<file path="config.mk">
export PLATFORM = sky130hd
export DESIGN_NAME = bemf_zero_cross_detector
export DESIGN_NICKNAME = d
export VERILOG_FILES = /design/src/sv/bzc_pkg.sv /design/src/sv/bzc_phase_filter.sv /design/src/sv/bemf_zero_cross_detector.sv
export SDC_FILE = /design/constraint.sdc
export NUM_CORES = 1
export LEC_CHECK = 0
export BUFFER_PORTS_ARGS = -buffer_cell sky130_fd_sc_hd__buf_2
export CELL_PAD_IN_SITES_DETAIL_PLACEMENT = 0
export CELL_PAD_IN_SITES_GLOBAL_PLACEMENT = 1
export CORE_UTILIZATION = 45
export DETAILED_ROUTE_END_ITERATION = 8
export PLACE_DENSITY = 0.86
export SETUP_SLACK_MARGIN = 0.15
export SLEW_MARGIN = 20
export SYNTH_ARGS = -nofsm -noshare
export SYNTH_HDL_FRONTEND = slang
export SYNTH_SLANG_ARGS = --single-unit
</file>
<file path="constraint.sdc">
create_clock -name i_clk -period 12.7 [get_ports i_clk]
set_clock_uncertainty 0.05 [all_clocks]
set_input_delay 0.635 -clock i_clk [delete_from_list [all_inputs] [get_ports i_clk]]
set_output_delay 0.635 -clock i_clk [all_outputs]
set_load 0.05 [all_outputs]
</file>
<file path="src/sv/bzc_pkg.sv">
// Package for the back-EMF zero-crossing detector.
// Holds the shared widths, reset values, sign codes and the filter control struct.
// No dependencies.
package bzc_pkg;

    // Default widths of the ADC codes and of the wrapping tallies.
    localparam int SAMPLE_BITS = 12;
    localparam int COUNT_BITS  = 16;

    // Number of motor phases in one scan, and the divisor of the neutral.
    localparam int PHASES = 3;

    // Width and reset value of the confirm count register and the run counters.
    localparam int             RUN_BITS      = 4;
    localparam logic [RUN_BITS-1:0] CONFIRM_RESET = 4'd3;

    // Confirmed and candidate sign codes.
    typedef enum logic [1:0] {
        LEVEL_NONE = 2'd0,
        LEVEL_POS  = 2'd1,
        LEVEL_NEG  = 2'd2
    } t_level;

    // Control handed from the top level to each phase filter.
    typedef struct packed {
        logic update;    // An item moves into the result register this cycle.
        logic negative;  // The phase difference of that item is below zero.
    } t_filt_ctrl;

endpackage

</file>
<file path="src/sv/bzc_phase_filter.sv">
// Sign filter and crossing counter for one motor phase.
// Depends on bzc_pkg for the sign codes, the run width and the control struct.
module bzc_phase_filter #(
    parameter int COUNT_BITS = bzc_pkg::COUNT_BITS
) (
    input  logic                          i_clk,
    input  logic                          i_rst_n,
    input  bzc_pkg::t_filt_ctrl           i_ctrl,
    input  logic [bzc_pkg::RUN_BITS-1:0]  i_confirm_count,
    output bzc_pkg::t_level               o_level,
    output logic [COUNT_BITS-1:0]         o_crossings
);

    bzc_pkg::t_level               r_candidate;
    bzc_pkg::t_level               n_candidate;
    bzc_pkg::t_level               r_confirmed;
    bzc_pkg::t_level               n_confirmed;
    logic [bzc_pkg::RUN_BITS-1:0]  r_run;
    logic [bzc_pkg::RUN_BITS-1:0]  n_run;
    logic [COUNT_BITS-1:0]         r_tally;
    logic [COUNT_BITS-1:0]         n_tally;
    bzc_pkg::t_level               w_sign;

    // The sign of this item: zero counts as positive.
    assign w_sign = i_ctrl.negative ? bzc_pkg::LEVEL_NEG : bzc_pkg::LEVEL_POS;

    // Run tracking, then confirmation once the run reaches the confirm count.
    always_comb begin
        n_candidate = r_candidate;
        n_confirmed = r_confirmed;
        n_run       = r_run;
        n_tally     = r_tally;
        if (i_ctrl.update) begin
            if (w_sign != r_candidate) begin
                n_candidate = w_sign;
                n_run       = bzc_pkg::RUN_BITS'(1);
            end else if (r_run < i_confirm_count) begin
                n_run = r_run + bzc_pkg::RUN_BITS'(1);
            end
            if (n_run == i_confirm_count && r_confirmed != w_sign) begin
                n_confirmed = w_sign;
                n_tally     = r_tally + COUNT_BITS'(1);
            end
        end
    end

    // Filter state; the confirmed sign and tally are the result values.
    always_ff @(posedge i_clk) begin
        if (!i_rst_n) begin
            r_candidate <= bzc_pkg::LEVEL_NONE;
            r_confirmed <= bzc_pkg::LEVEL_NONE;
            r_run       <= '0;
            r_tally     <= '0;
        end else begin
            r_candidate <= n_candidate;
            r_confirmed <= n_confirmed;
            r_run       <= n_run;
            r_tally     <= n_tally;
        end
    end

    assign o_level     = r_confirmed;
    assign o_crossings = r_tally;

endmodule

</file>
<file path="src/sv/bemf_zero_cross_detector.sv">
// Top level of the back-EMF zero-crossing detector.
// Depends on bzc_pkg and instantiates bzc_phase_filter once per phase.

// The block takes one three-phase ADC scan per item and can accept a new
// scan in every clock cycle while the output side is not stalled. A scan
// first lands in an input register; from there one pass of logic forms the
// virtual neutral (the floor of the sum over three, done as a multiply by a
// fixed reciprocal), the three phase differences and the per-phase sign
// filter updates, and the result register takes the item once it is free.
// Throughput is one item per cycle as long as the output side is not
// stalled. While the result waits, one more scan is held in the input
// register before the input side stalls. The confirm count may be written
// only while no item is in flight; its reset value is three.
module bemf_zero_cross_detector #(
    parameter int SAMPLE_BITS = bzc_pkg::SAMPLE_BITS,
    parameter int COUNT_BITS  = bzc_pkg::COUNT_BITS
) (
    input  logic                          i_clk,
    input  logic                          i_rst_n,
    // Configuration write port.
    input  logic                          i_cfg_we,
    input  logic [bzc_pkg::RUN_BITS-1:0]  i_cfg_wdata,
    // Scan input channel.
    input  logic                          i_in_valid,
    output logic                          o_in_stall,
    input  logic [SAMPLE_BITS-1:0]        i_sample_a,
    input  logic [SAMPLE_BITS-1:0]        i_sample_b,
    input  logic [SAMPLE_BITS-1:0]        i_sample_c,
    // Result channel.
    output logic                          o_out_valid,
    input  logic                          i_out_stall,
    output logic [SAMPLE_BITS-1:0]        o_neutral,
    output logic signed [SAMPLE_BITS:0]   o_diff_a,
    output logic signed [SAMPLE_BITS:0]   o_diff_b,
    output logic signed [SAMPLE_BITS:0]   o_diff_c,
    output logic [COUNT_BITS-1:0]         o_crossings_a,
    output logic [COUNT_BITS-1:0]         o_crossings_b,
    output logic [COUNT_BITS-1:0]         o_crossings_c,
    output logic [1:0]                    o_level_a,
    output logic [1:0]                    o_level_b,
    output logic [1:0]                    o_level_c,
    output logic [COUNT_BITS-1:0]         o_scans_seen
);

    // Sum width, and the reciprocal of three used for the neutral.
    localparam int SumBits  = SAMPLE_BITS + 2;
    localparam int DivShift = SumBits + 2;
    localparam int ProdBits = SumBits + DivShift;
    localparam logic [DivShift-1:0] DivMul =
        DivShift'(((64'd1 << DivShift) + 64'd2) / bzc_pkg::PHASES);

    logic [bzc_pkg::RUN_BITS-1:0]  r_confirm_count;

    logic                          r_s1_valid;
    logic [SAMPLE_BITS-1:0]        r_samp [bzc_pkg::PHASES];
    logic                          r_out_valid;
    logic [SAMPLE_BITS-1:0]        r_neutral;
    logic [SAMPLE_BITS:0]          r_diff [bzc_pkg::PHASES];
    logic [COUNT_BITS-1:0]         r_scan;

    logic                          w_out_free;
    logic                          w_s1_move;
    logic                          w_in_accept;
    logic [SumBits-1:0]            w_sum;
    logic [ProdBits-1:0]           w_prod;
    logic [SAMPLE_BITS-1:0]        w_neutral;
    logic [SumBits-1:0]            w_rem;
    logic [SAMPLE_BITS:0]          w_diff [bzc_pkg::PHASES];
    bzc_pkg::t_filt_ctrl           w_ctrl [bzc_pkg::PHASES];
    bzc_pkg::t_level               w_level [bzc_pkg::PHASES];
    logic [COUNT_BITS-1:0]         w_cross [bzc_pkg::PHASES];

    // Confirm count register.
    always_ff @(posedge i_clk) begin
        if (!i_rst_n) begin
            r_confirm_count <= bzc_pkg::CONFIRM_RESET;
        end else if (i_cfg_we) begin
            r_confirm_count <= i_cfg_wdata;
        end
    end

    // Pipeline flow: the result register frees when empty or taken.
    assign w_out_free  = !r_out_valid || !i_out_stall;
    assign w_s1_move   = r_s1_valid && w_out_free;
    assign o_in_stall  = r_s1_valid && !w_out_free;
    assign w_in_accept = i_in_valid && !o_in_stall;

    // Input register stage.
    always_ff @(posedge i_clk) begin
        if (!i_rst_n) begin
            r_s1_valid <= 1'b0;
        end else if (w_in_accept) begin
            r_s1_valid <= 1'b1;
        end else if (w_s1_move) begin
            r_s1_valid <= 1'b0;
        end
    end

    always_ff @(posedge i_clk) begin
        if (w_in_accept) begin
            r_samp[0] <= i_sample_a;
            r_samp[1] <= i_sample_b;
            r_samp[2] <= i_sample_c;
        end
    end

    // Virtual neutral: floor of the sum over three by reciprocal multiply.
    assign w_sum  = SumBits'(r_samp[0]) + SumBits'(r_samp[1]) + SumBits'(r_samp[2]);
    assign w_prod = ProdBits'(w_sum) * ProdBits'(DivMul);
    assign w_neutral = w_prod[DivShift +: SAMPLE_BITS];
    assign w_rem = w_sum - SumBits'({w_neutral, 1'b0}) - SumBits'(w_neutral);

    // Phase differences and the control for each sign filter.
    for (genvar p = 0; p < bzc_pkg::PHASES; p++) begin : g_phase
        assign w_diff[p] = {1'b0, r_samp[p]} - {1'b0, w_neutral};
        assign w_ctrl[p] = '{update: w_s1_move, negative: w_diff[p][SAMPLE_BITS]};

        bzc_phase_filter #(
            .COUNT_BITS (COUNT_BITS)
        ) u_filter (
            .i_clk           (i_clk),
            .i_rst_n         (i_rst_n),
            .i_ctrl          (w_ctrl[p]),
            .i_confirm_count (r_confirm_count),
            .o_level         (w_level[p]),
            .o_crossings     (w_cross[p])
        );
    end

    // Result register stage and the scan tally.
    always_ff @(posedge i_clk) begin
        if (!i_rst_n) begin
            r_out_valid <= 1'b0;
            r_scan      <= '0;
        end else begin
            if (w_s1_move) begin
                r_out_valid <= 1'b1;
                r_scan      <= r_scan + COUNT_BITS'(1);
            end else if (!i_out_stall) begin
                r_out_valid <= 1'b0;
            end
        end
    end

    always_ff @(posedge i_clk) begin
        if (w_s1_move) begin
            r_neutral <= w_neutral;
            r_diff[0] <= w_diff[0];
            r_diff[1] <= w_diff[1];
            r_diff[2] <= w_diff[2];
        end
    end

    // Outputs; levels and crossings are the filter state, the scan tally is the top-level tally.
    assign o_out_valid   = r_out_valid;
    assign o_neutral     = r_neutral;
    assign o_diff_a      = r_diff[0];
    assign o_diff_b      = r_diff[1];
    assign o_diff_c      = r_diff[2];
    assign o_crossings_a = w_cross[0];
    assign o_crossings_b = w_cross[1];
    assign o_crossings_c = w_cross[2];
    assign o_level_a     = w_level[0];
    assign o_level_b     = w_level[1];
    assign o_level_c     = w_level[2];
    assign o_scans_seen  = r_scan;

    // The neutral is the exact floor of the sum over three.
    a_neutral_floor: assert property (@(posedge i_clk) disable iff (!i_rst_n)
        w_s1_move |-> (w_rem < SumBits'(bzc_pkg::PHASES)))
        else $error("neutral is not the floor of the sum over three");

    // A held scan stays in the input register until the result side frees.
    a_s1_hold: assert property (@(posedge i_clk) disable iff (!i_rst_n)
        (r_s1_valid && !w_s1_move) |=> (r_s1_valid && $stable(r_samp[0])
            && $stable(r_samp[1]) && $stable(r_samp[2])))
        else $error("held scan was lost or changed");

    // The scan tally steps exactly when an item enters the result register.
    a_scan_step: assert property (@(posedge i_clk) disable iff (!i_rst_n)
        w_s1_move |=> (r_scan == $past(r_scan) + COUNT_BITS'(1)))
        else $error("scan tally did not step with the item");

    a_scan_idle: assert property (@(posedge i_clk) disable iff (!i_rst_n)
        !w_s1_move |=> $stable(r_scan))
        else $error("scan tally changed without an item");

    // A change of the confirmed sign on phase A always counts one crossing.
    a_cross_a: assert property (@(posedge i_clk) disable iff (!i_rst_n)
        (o_level_a != $past(o_level_a)) |->
            (o_crossings_a == $past(o_crossings_a) + COUNT_BITS'(1)))
        else $error("phase A sign changed without a crossing count");

endmodule

</file>
==> Word level (Yosys, flattened, before mapping) <==
Memories as Yosys holds them, arrays and structs flattened.
Cells that the tools add are included.
{ "word_totals": {"register_bits": 106, "mem_bits_rw": 75, "inputBits": 45, "out_inout_bits": 123, "elab_cells": 83, "memories": 2} }
{ "memory_table": {"columns": ["memory", "depth", "width", "read_ports", "rd_ports_with_merged_regs", "wr", "line_no", "rtl"], "rows": [
  ["r_diff", 3, 13, 3, 0, 3, "bemf_zero_cross_detector.sv:58", "logic [SAMPLE_BITS:0] r_diff [bzc_pkg::PHASES];"],
  ["r_samp", 3, 12, 3, 0, 3, "bemf_zero_cross_detector.sv:55", "logic [SAMPLE_BITS-1:0] r_samp [bzc_pkg::PHASES];"]
]} }
{ "classes": {"addsub": 12, "n_mul": 1, "order_cmp": 3, "n_eq_ne": 10, "n_mux": 20, "n_reduce_logical": 18} }
{ "op_table": {"columns": ["cell", "count"], "rows": [
  ["adder 16 x 1 -> 16 bit (second input constant)", 4],
  ["subtractor 12 x 12 -> 13 bit", 3],
  ["two-way mux 4 bit", 9],
  ["multiplier 14 x 14 -> 27 bit (second input constant)", 1],
  ["adder 13 x 12 -> 14 bit", 1],
  ["adder 12 x 12 -> 13 bit", 1],
  ["adder 4 x 1 -> 4 bit (second input constant)", 3],
  ["== test 4 bit", 3],
  ["less-than comparator 4 bit", 3],
  ["!= test 2 bit", 6],
  ["AND reduction 2 bit", 6],
  ["two-way mux 1 bit", 8],
  ["logical AND 1 bit", 6],
  ["two-way mux 2 bit", 3],
  ["logical NOT 1 bit", 4],
  ["!= test 2 x 1 -> 1 bit (second input constant)", 1],
  ["nonzero test 2 bit", 1],
  ["logical OR 1 bit", 1]
]} }

==> Depth between registers and ports, before layout <==
Gate-level depths: netlist of run 1.
An unclocked memory read counts as a cell.
{ "logic_depth": {"word_depth": 12, "depth_mapped": 52, "depth_no_buf": 49} }

==> By module <==
A second synthesis of run 1 with hierarchy kept.
{ "unflattened": {"hier_cells": 1424, "area_unflattened_um2": 14047.2} }
{ "by_module_without_submodules": {"columns": ["mod", "instances", "cells_each", "area_each_um2", "seq_area_each_um2"], "rows": [
  ["bemf_zero_cross_detector", 1, 860, 9419.0, 3052.9],
  ["bzc_phase_filter (g_phase[1].u_filter ...)", 2, 186, 1516.5, 480.5],
  ["bzc_phase_filter (g_phase[0].u_filter)", 1, 192, 1595.3, 480.5]
]} }

==> Least setup slack after synthesis of run 1 <==
No wires, ideal clock.
{ "synth_timing": {"path_kind": "reg2reg", "startpoint": "mem r_samp[0][1]", "endpoint": "reg g_phase[2].u_filter.r_tally[15]", "setup_ps": 71, "t_arrival_ps": 10488, "required_ps": 12579, "path_slack_ps": 2091, "path_stages_with_launch": 51, "path_buffers": 1, "period_less_slack_ps": 10609, "path_cell_list": "edfxtp_1 > inv_1 > fa_1 > inv_1 > ha_1 > fa_1 > a21oi_1 > nor2_1 > nor2_1 > o21bai_1 > a21oi_1 > o21bai_1 > a21oi_1 > o21bai_1 > a21oi_1 > nor2b_1 > o21ai_0 > inv_1 > [15 not listed] > nor2_1 > xnor2_1 > xor2_1 > inv_1 > ha_1 > a211o_1 > nand2_1 > nand2_1 > or3_1 > a41o_1 > a21o_4 > inv_4 > mux2i_1 > xnor2_1 > or3_4 > buf_6 > or4_1 > a21oi_1"} }
{ "synth_rtl": {"columns": ["item", "line_no", "rtl"], "rows": [
  ["start, declared", "bemf_zero_cross_detector.sv:55", null],
  ["end signal, assigned", "bzc_phase_filter.sv:58", "r_tally <= n_tally;"],
  ["end, declared", "bzc_phase_filter.sv:20", "logic [COUNT_BITS-1:0] r_tally;"]
]} }

==> metrics.md, run 1 <==
| Metric | Value |
|---|---|
| Sequential cell area fraction in the yosys report | `33.5%` |
| Critical Path End Type | `register` |
| Vias per inst | `5.43` |
| Min Tclk post-route | `11890 ps` |
| Total routing resource utilization after global routing | `22.7%` |
| Predominant post-synthesis flop cell | `dfxtp_1` |
| Setup TNS Final | `0 ps` |
| Path type of the worst min-delay path | `in2reg` |
| Final critical-path share of the clock period | `93.6%` |
| Number of instances resized during post-cts repair | `0` |
| Area Growth Syn to Fin | `13.9%` |
| Antenna violations before repair | `3` |
| Post-Synthesis Mean Instance Area | `9.87 um^2` |
| Effective utilization at floorplan | `46.2%` |
| Die outline width | `175 um` |
| Start-to-end type of the worst setup path | `reg2reg` |
| Number of search-and-repair iterations in the first detailed-routing pass | `5` |
| Endpoints failing setup | `0` |
| Post-layout net count | `1773` |
| Largest net degree at the start of global routing | `66` |
| Worst hold path stage count | `1` |
| CTS tree | `done` |
| Clock buffer count from CTS | `17` |
| Post-CTS clock slew at the launch and capture registers of the worst setup and hold paths | `70 ps` |
| Proportion of layout cells with a drive suffix above 1 | `15.6%` |
| Slew HR | `41.3%` |
| Max-slew violation count | `0` |
| Boundary pin count | `168` |
| Maximum number of buffers from clock root to sink | `2` |
| Library cells used by synthesis | `91` |
| Min Hold Slack | `311 ps` |
| Status | `completed` |
| MaxCap Viol Count | `0` |
| Crit-path max FO | `30` |
| Synthesized instance count | `1358` |
| Capture point of the worst reg-to-reg path | `g_phase[2].u_filter.o_crossings[5]` |
| Vertical die dimension | `175 um` |
| RSZ-0062 raised after global routing | `false` |
| Die area | `30500 um^2` |
| Number of buffers added for setup after CTS | `0` |
| Number of vias in the routed layout | `10411` |
| Cts hold-fix bufs | `0` |
| Post-synth EDFFs | `87` |
| Wire length on met3 | `2.31 mm` |
| Final weighted congestion of routability-driven global placement | `0.928` |
| Worst setup timing slack at the placement stage | `531 ps` |
| Via count of the first global-routing pass | `10267` |
| Routed length on met1 | `15.6 mm` |
| Async set-or-reset flop fraction in the synthesized netlist | `0%` |
| CTS H-Tree Depth | `4` |
| R2r worst-path depth | `49` |
| Cell occurring most often along the worst timing path | `ha_1` |
| Crit path DAT | `12200 ps` |
| Met2 routed WL | `14.8 mm` |
| WL final | `33.6 mm` |
| Worst path slowest cell | `or3_4` |
| Highest routed metal layer | `met4` |
| Total grt overflow | `0` |
| Maximum frequency from static timing analysis | `0.0841 GHz` |
| Slack of the worst reg-to-reg path | `810 ps` |
| Worst R2R Start | `r_samp[0][13]` |
| Yosys Warn Count | `0` |
| End point of the critical path | `g_phase[2].u_filter.o_crossings[5]` |
| Average wire length per cell after detail routing | `17.5 um` |
| Maximum single-stage delay on the critical path | `550 ps` |
| Slew at the pin closest to its max-slew limit | `880 ps` |
| Starting DRT DRC Count | `646` |
| Kind of launch point of the worst setup path | `register` |
| Insertion delay to the later sink of the worst-skew pair | `450 ps` |
| Root buffer cell | `clkbuf_16` |
| Post-synthesis sequential element count | `181` |
| CP Launch Point | `r_samp[0][13]` |
| Site row count | `62` |
| Clk sinks | `181` |
| Number of nets produced by synthesis | `1615` |
| Final WS setup | `807 ps` |
| Std-Cell Core Area | `29000 um^2` |
| DP HPWL | `25.8 mm` |
| Mapped cell area | `13400 um^2` |
| Required time of the critical path | `13000 ps` |
| Global-route wire length before repair | `54.3 mm` |
| Antenna Nets Post-Route | `0` |
| Port buffer count | `167` |
| Final core utilization | `52.6%` |
| Total DRC errors in the routed layout | `0` |
| Final count of hold timing violations | `0` |
worst max-delay path: cells and delay by family, from the launching register on:
| kind | cells | cell delay, ps |
|---|---|---|
| AOI/OAI and AO/OA | 15 | 3210 |
| adders and majority gates | 11 | 4020 |
| xor gates and xnor gates | 3 | 490 |
| and+or+nand+nor | 12 | 2620 |
| DFF | 1 | 430 |
| buffers and inverters | 7 | 680 |
| muxes | 1 | 270 |
stage by stage:
stage                     instance area (um^2)  cells
after floorplan                          13400   1358
after global placement                   14600   1880
after detailed placement                 14700   1881
after CTS                                15200   1913
after global routing                     15300   1914
final                                    15300   1916
state kept, by name (all words and copies together), names as in the netlist:
register / count
g_phase.u_filter.o_crossings: 48
r_diff: 39
r_samp: 36
o_scans_seen: 16
g_phase.u_filter.r_run: 12
o_neutral: 12
g_phase.u_filter.o_level: 6
g_phase.u_filter.r_candidate: 6
r_confirm_count: 4
o_out_valid: 1
r_s1_valid: 1
layout make-up:
class,instances,area [um^2]
diodes,3,7.51
clock buffers,20,458
clock inverters,12,119
fillers,2681,13800
inverters,161,608
multi-input cells,978,8170
flip-flops and latches,181,4490
well taps,384,480
repair buffers,177,923
layer usage:
layer,track usage (%),up-vias
met1,30.9,4931
met3,5.46,46
met4,8.19,0
li1,-,5111
met5,0,-
met2,34.9,323
Yosys cell counts, types with 26 or more instances:
cell / instances / area, um^2
inv_1: 160 / 601
ha_1: 140 / 1750
dfxtp_1: 94 / 1880
nand2_1: 90 / 338
edfxtp_1: 87 / 2610
a21oi_1: 83 / 415
fa_1: 72 / 1440
nor2_1: 70 / 263
xnor2_1: 52 / 455
xor2_1: 43 / 377
nand3_1: 39 / 195
o21ai_0: 33 / 165
mux2i_1: 31 / 310
nand2b_1: 31 / 194
clkbuf_1: 26 / 97.6
cells by family after synthesis:
group,synth area share [%]
and+or+nand+nor,14.3
AOI/OAI and AO/OA,13.3
adders and majority gates,24.3
buffers and inverters,5.81
DFF,33.5
xor gates and xnor gates,6.21
muxes,2.50
how the worst min path moves through the flow:
stage	end	start
after floorplan	g_phase[0].u_filter.r_candidate[1]	g_phase[0].u_filter.r_candidate[1]
after global placement	g_phase[1].u_filter.o_crossings[15]	g_phase[1].u_filter.o_crossings[15]
after detailed placement	g_phase[1].u_filter.o_crossings[15]	g_phase[1].u_filter.o_crossings[15]
after CTS	r_samp[0][19]	i_sample_b[7]
after global routing	r_samp[0][11]	i_sample_a[11]
final	r_samp[0][11]	i_sample_a[11]
cell usage in the layout (no fill, tap or decap), types with 12 or more instances in the layout:
master	instances
nand2_1	90
nor2_1	70
edfxtp_1	87
o21ai_1	15
nand2b_1	31
inv_1	158
a21o_1	22
buf_2	167
nand3_1	39
nor2b_1	18
o21bai_1	12
mux2i_1	31
xor2_1	43
nand4_1	19
dfxtp_1	94
ha_1	140
fa_1	72
and3_1	17
nor4_1	17
clkbuf_16	18
xnor2_1	51
a21oi_1	83
o21ai_0	32
Power of run 1 is left out: the tool's default activity adds up to more than one toggle a clock period on the data nets, which glitch-free logic cannot reach.
==> run 2: changes to the inputs <==
Settings changed: CORE_UTILIZATION 45 to 46, PLACE_DENSITY 0.86 to 0.87.
Clock period 12.7 ns to 13.4 ns, I/O delays scaled along.
==> run 2 against run 1 <==
Compared with the run above: setup slack improved by 290 ps; non-clock buffer count did not move; die area fell by 2.2%; critical path depth did not move; largest cell class unchanged; sequential share of layout area rose by 0.11 points; flip-flop and latch count did not move; via count fell by 0.12%.
==> metrics.md, run 2 (synthesized netlist as in run 1, its figures left out) <==
| Metric | Value |
|---|---|
| Status | `completed` |
| Die area | `29800 um^2` |
| Antenna violations before repair | `3` |
| CTS tree | `done` |
| Endpoints failing setup | `0` |
| Area Growth Syn to Fin | `13.4%` |
| Proportion of layout cells with a drive suffix above 1 | `15.6%` |
| FF+latch area | `4490 um^2` |
| RSZ-0062 raised after global routing | `false` |
| Critical Path End Type | `register` |
| Via count of the first global-routing pass | `10057` |
| Vias per inst | `5.43` |
| Multi-input logic area | `8150 um^2` |
| Boundary pin count | `168` |
| Layout filler cell count | `2615` |
| Vertical die dimension | `173 um` |
| Global-route wire length before repair | `52.9 mm` |
| Slew HR | `38.8%` |
| MaxCap Viol Count | `0` |
| Cts hold-fix bufs | `0` |
| Total routing resource utilization after global routing | `22.3%` |
| Design Area, Final | `15200 um^2` |
| Maximum frequency from static timing analysis | `0.0813 GHz` |
| Post-Place Cell Area | `14600 um^2` |
| Final count of hold timing violations | `0` |
| Maximum number of buffers from clock root to sink | `2` |
| Max-slew violation count | `0` |
| Number of buffers added for setup after CTS | `0` |
| Path type of the worst min-delay path | `in2reg` |
| Average wire length per cell after detail routing | `17.0 um` |
| Crit path DAT | `12610 ps` |
| Largest net degree at the start of global routing | `75` |
| Cell occurring most often along the worst timing path | `ha_1` |
| WL final | `32.6 mm` |
| Die outline width | `173 um` |
| Site row count | `62` |
| Worst setup timing slack at the placement stage | `1270 ps` |
| Most used cells in the layout excluding fill and tap cells | `buf_2 (167), inv_1 (158), ha_1 (140)` |
| Maximum single-stage delay on the critical path | `550 ps` |
| Number of vias in the routed layout | `10398` |
| Worst R2R Start | `r_samp[0][1]` |
| Total grt overflow | `0` |
| Final critical-path share of the clock period | `91.8%` |
| DP HPWL | `25.3 mm` |
| Antenna Nets Post-Route | `0` |
| Final WS setup | `1090 ps` |
| Required time of the critical path | `13700 ps` |
| Slew at the pin closest to its max-slew limit | `917 ps` |
| R2r worst-path depth | `49` |
| Port buffer count | `167` |
| Number of search-and-repair iterations in the first detailed-routing pass | `5` |
| Worst path slowest cell | `or3_4` |
| End point of the critical path | `g_phase[2].u_filter.o_crossings[5]` |
| Number of instances resized during post-cts repair | `0` |
| Post-layout net count | `1773` |
| Starting DRT DRC Count | `591` |
| Setup TNS Final | `0 ps` |
| Insertion delay to the later sink of the worst-skew pair | `440 ps` |
| Max FFs per register | `48` |
| Most common library cell in the layout ignoring fill and taps | `buf_2` |
| Crit-path max FO | `30` |
| Start-to-end type of the worst setup path | `reg2reg` |
| Std-Cell Core Area | `28700 um^2` |
| Clk sinks | `181` |
| Clock buffer count from CTS | `17` |
| Capture point of the worst reg-to-reg path | `g_phase[2].u_filter.o_crossings[5]` |
| Root buffer cell | `clkbuf_16` |
| Min Tclk post-route | `12310 ps` |
| Post-CTS clock slew at the launch and capture registers of the worst setup and hold paths | `70 ps` |
| Kind of launch point of the worst setup path | `register` |
| Final weighted congestion of routability-driven global placement | `0.926` |
| Slack of the worst reg-to-reg path | `1090 ps` |
| CP Launch Point | `r_samp[0][1]` |
| Effective utilization at floorplan | `46.7%` |
| CTS H-Tree Depth | `4` |
| Total DRC errors in the routed layout | `0` |
| Final core utilization | `53.0%` |
==> run 2: final cells by class <==
class	count	area share, %
sequential	181	29.6
clock buffer	18	2.82
clock inverter	14	0.848
antenna	1	0.0165
inverter	161	4.00
tap	384	3.16
timing repair buffer	177	5.99
multi-input combinational	978	53.6
==> run 2: how the worst min path moves through the flow <==
| stage | startpoint | to | slack, ps | cells after the start |
|---|---|---|---|---|
| 3_5_place_dp | g_phase[1].u_filter.o_crossings[15] | g_phase[1].u_filter.o_crossings[15] | 410 | 2 |
| 5_1_grt | i_sample_c[9] | r_samp[0][33] | 330 | 1 |
| 3_3_place_gp | g_phase[0].u_filter.r_candidate[1] | g_phase[0].u_filter.r_candidate[1] | 400 | 2 |
| 2_1_floorplan | g_phase[0].u_filter.r_candidate[1] | g_phase[0].u_filter.r_candidate[1] | 400 | 2 |
| 6_report | i_sample_a[11] | r_samp[0][11] | 350 | 1 |
| 4_1_cts | i_sample_a[7] | r_samp[0][7] | 330 | 1 |
==> run 2: routing by layer <==
metal / share of wire (%) / track usage (%) / vias to the layer above / wire length (um)
li1: - / - / 5101 / -
met1: 46 / 30.1 / 4981 / 15000
met2: 46 / 35.6 / 273 / 14900
met3: 6.4 / 5.43 / 39 / 2080
met4: 2.0 / 6.53 / 4 / 644
met5: 0.095 / 0 / - / 31
==> run 2: through the flow <==
| stage | cells | hold WS (ps) |
|---|---|---|
| after floorplan | 1358 | 395 |
| after global placement | 1881 | 402 |
| after detailed placement | 1881 | 409 |
| after CTS | 1913 | 326 |
| after global routing | 1914 | 326 |
| final | 1914 | 347 |
==> run 2: worst max-delay path, delay by kind of cell, from the launching register on <==
family / cells / cell delay, ps
multiplexers: 1 / 260
flip-flops: 1 / 430
AO/OA/AOI/OAI: 15 / 3770
AND/OR/NAND/NOR: 12 / 2420
adder cells (fa/ha/maj): 11 / 4040
buffers and inverters: 7 / 740
XOR/XNOR: 3 / 490
Power of run 2 is left out for the same reason.
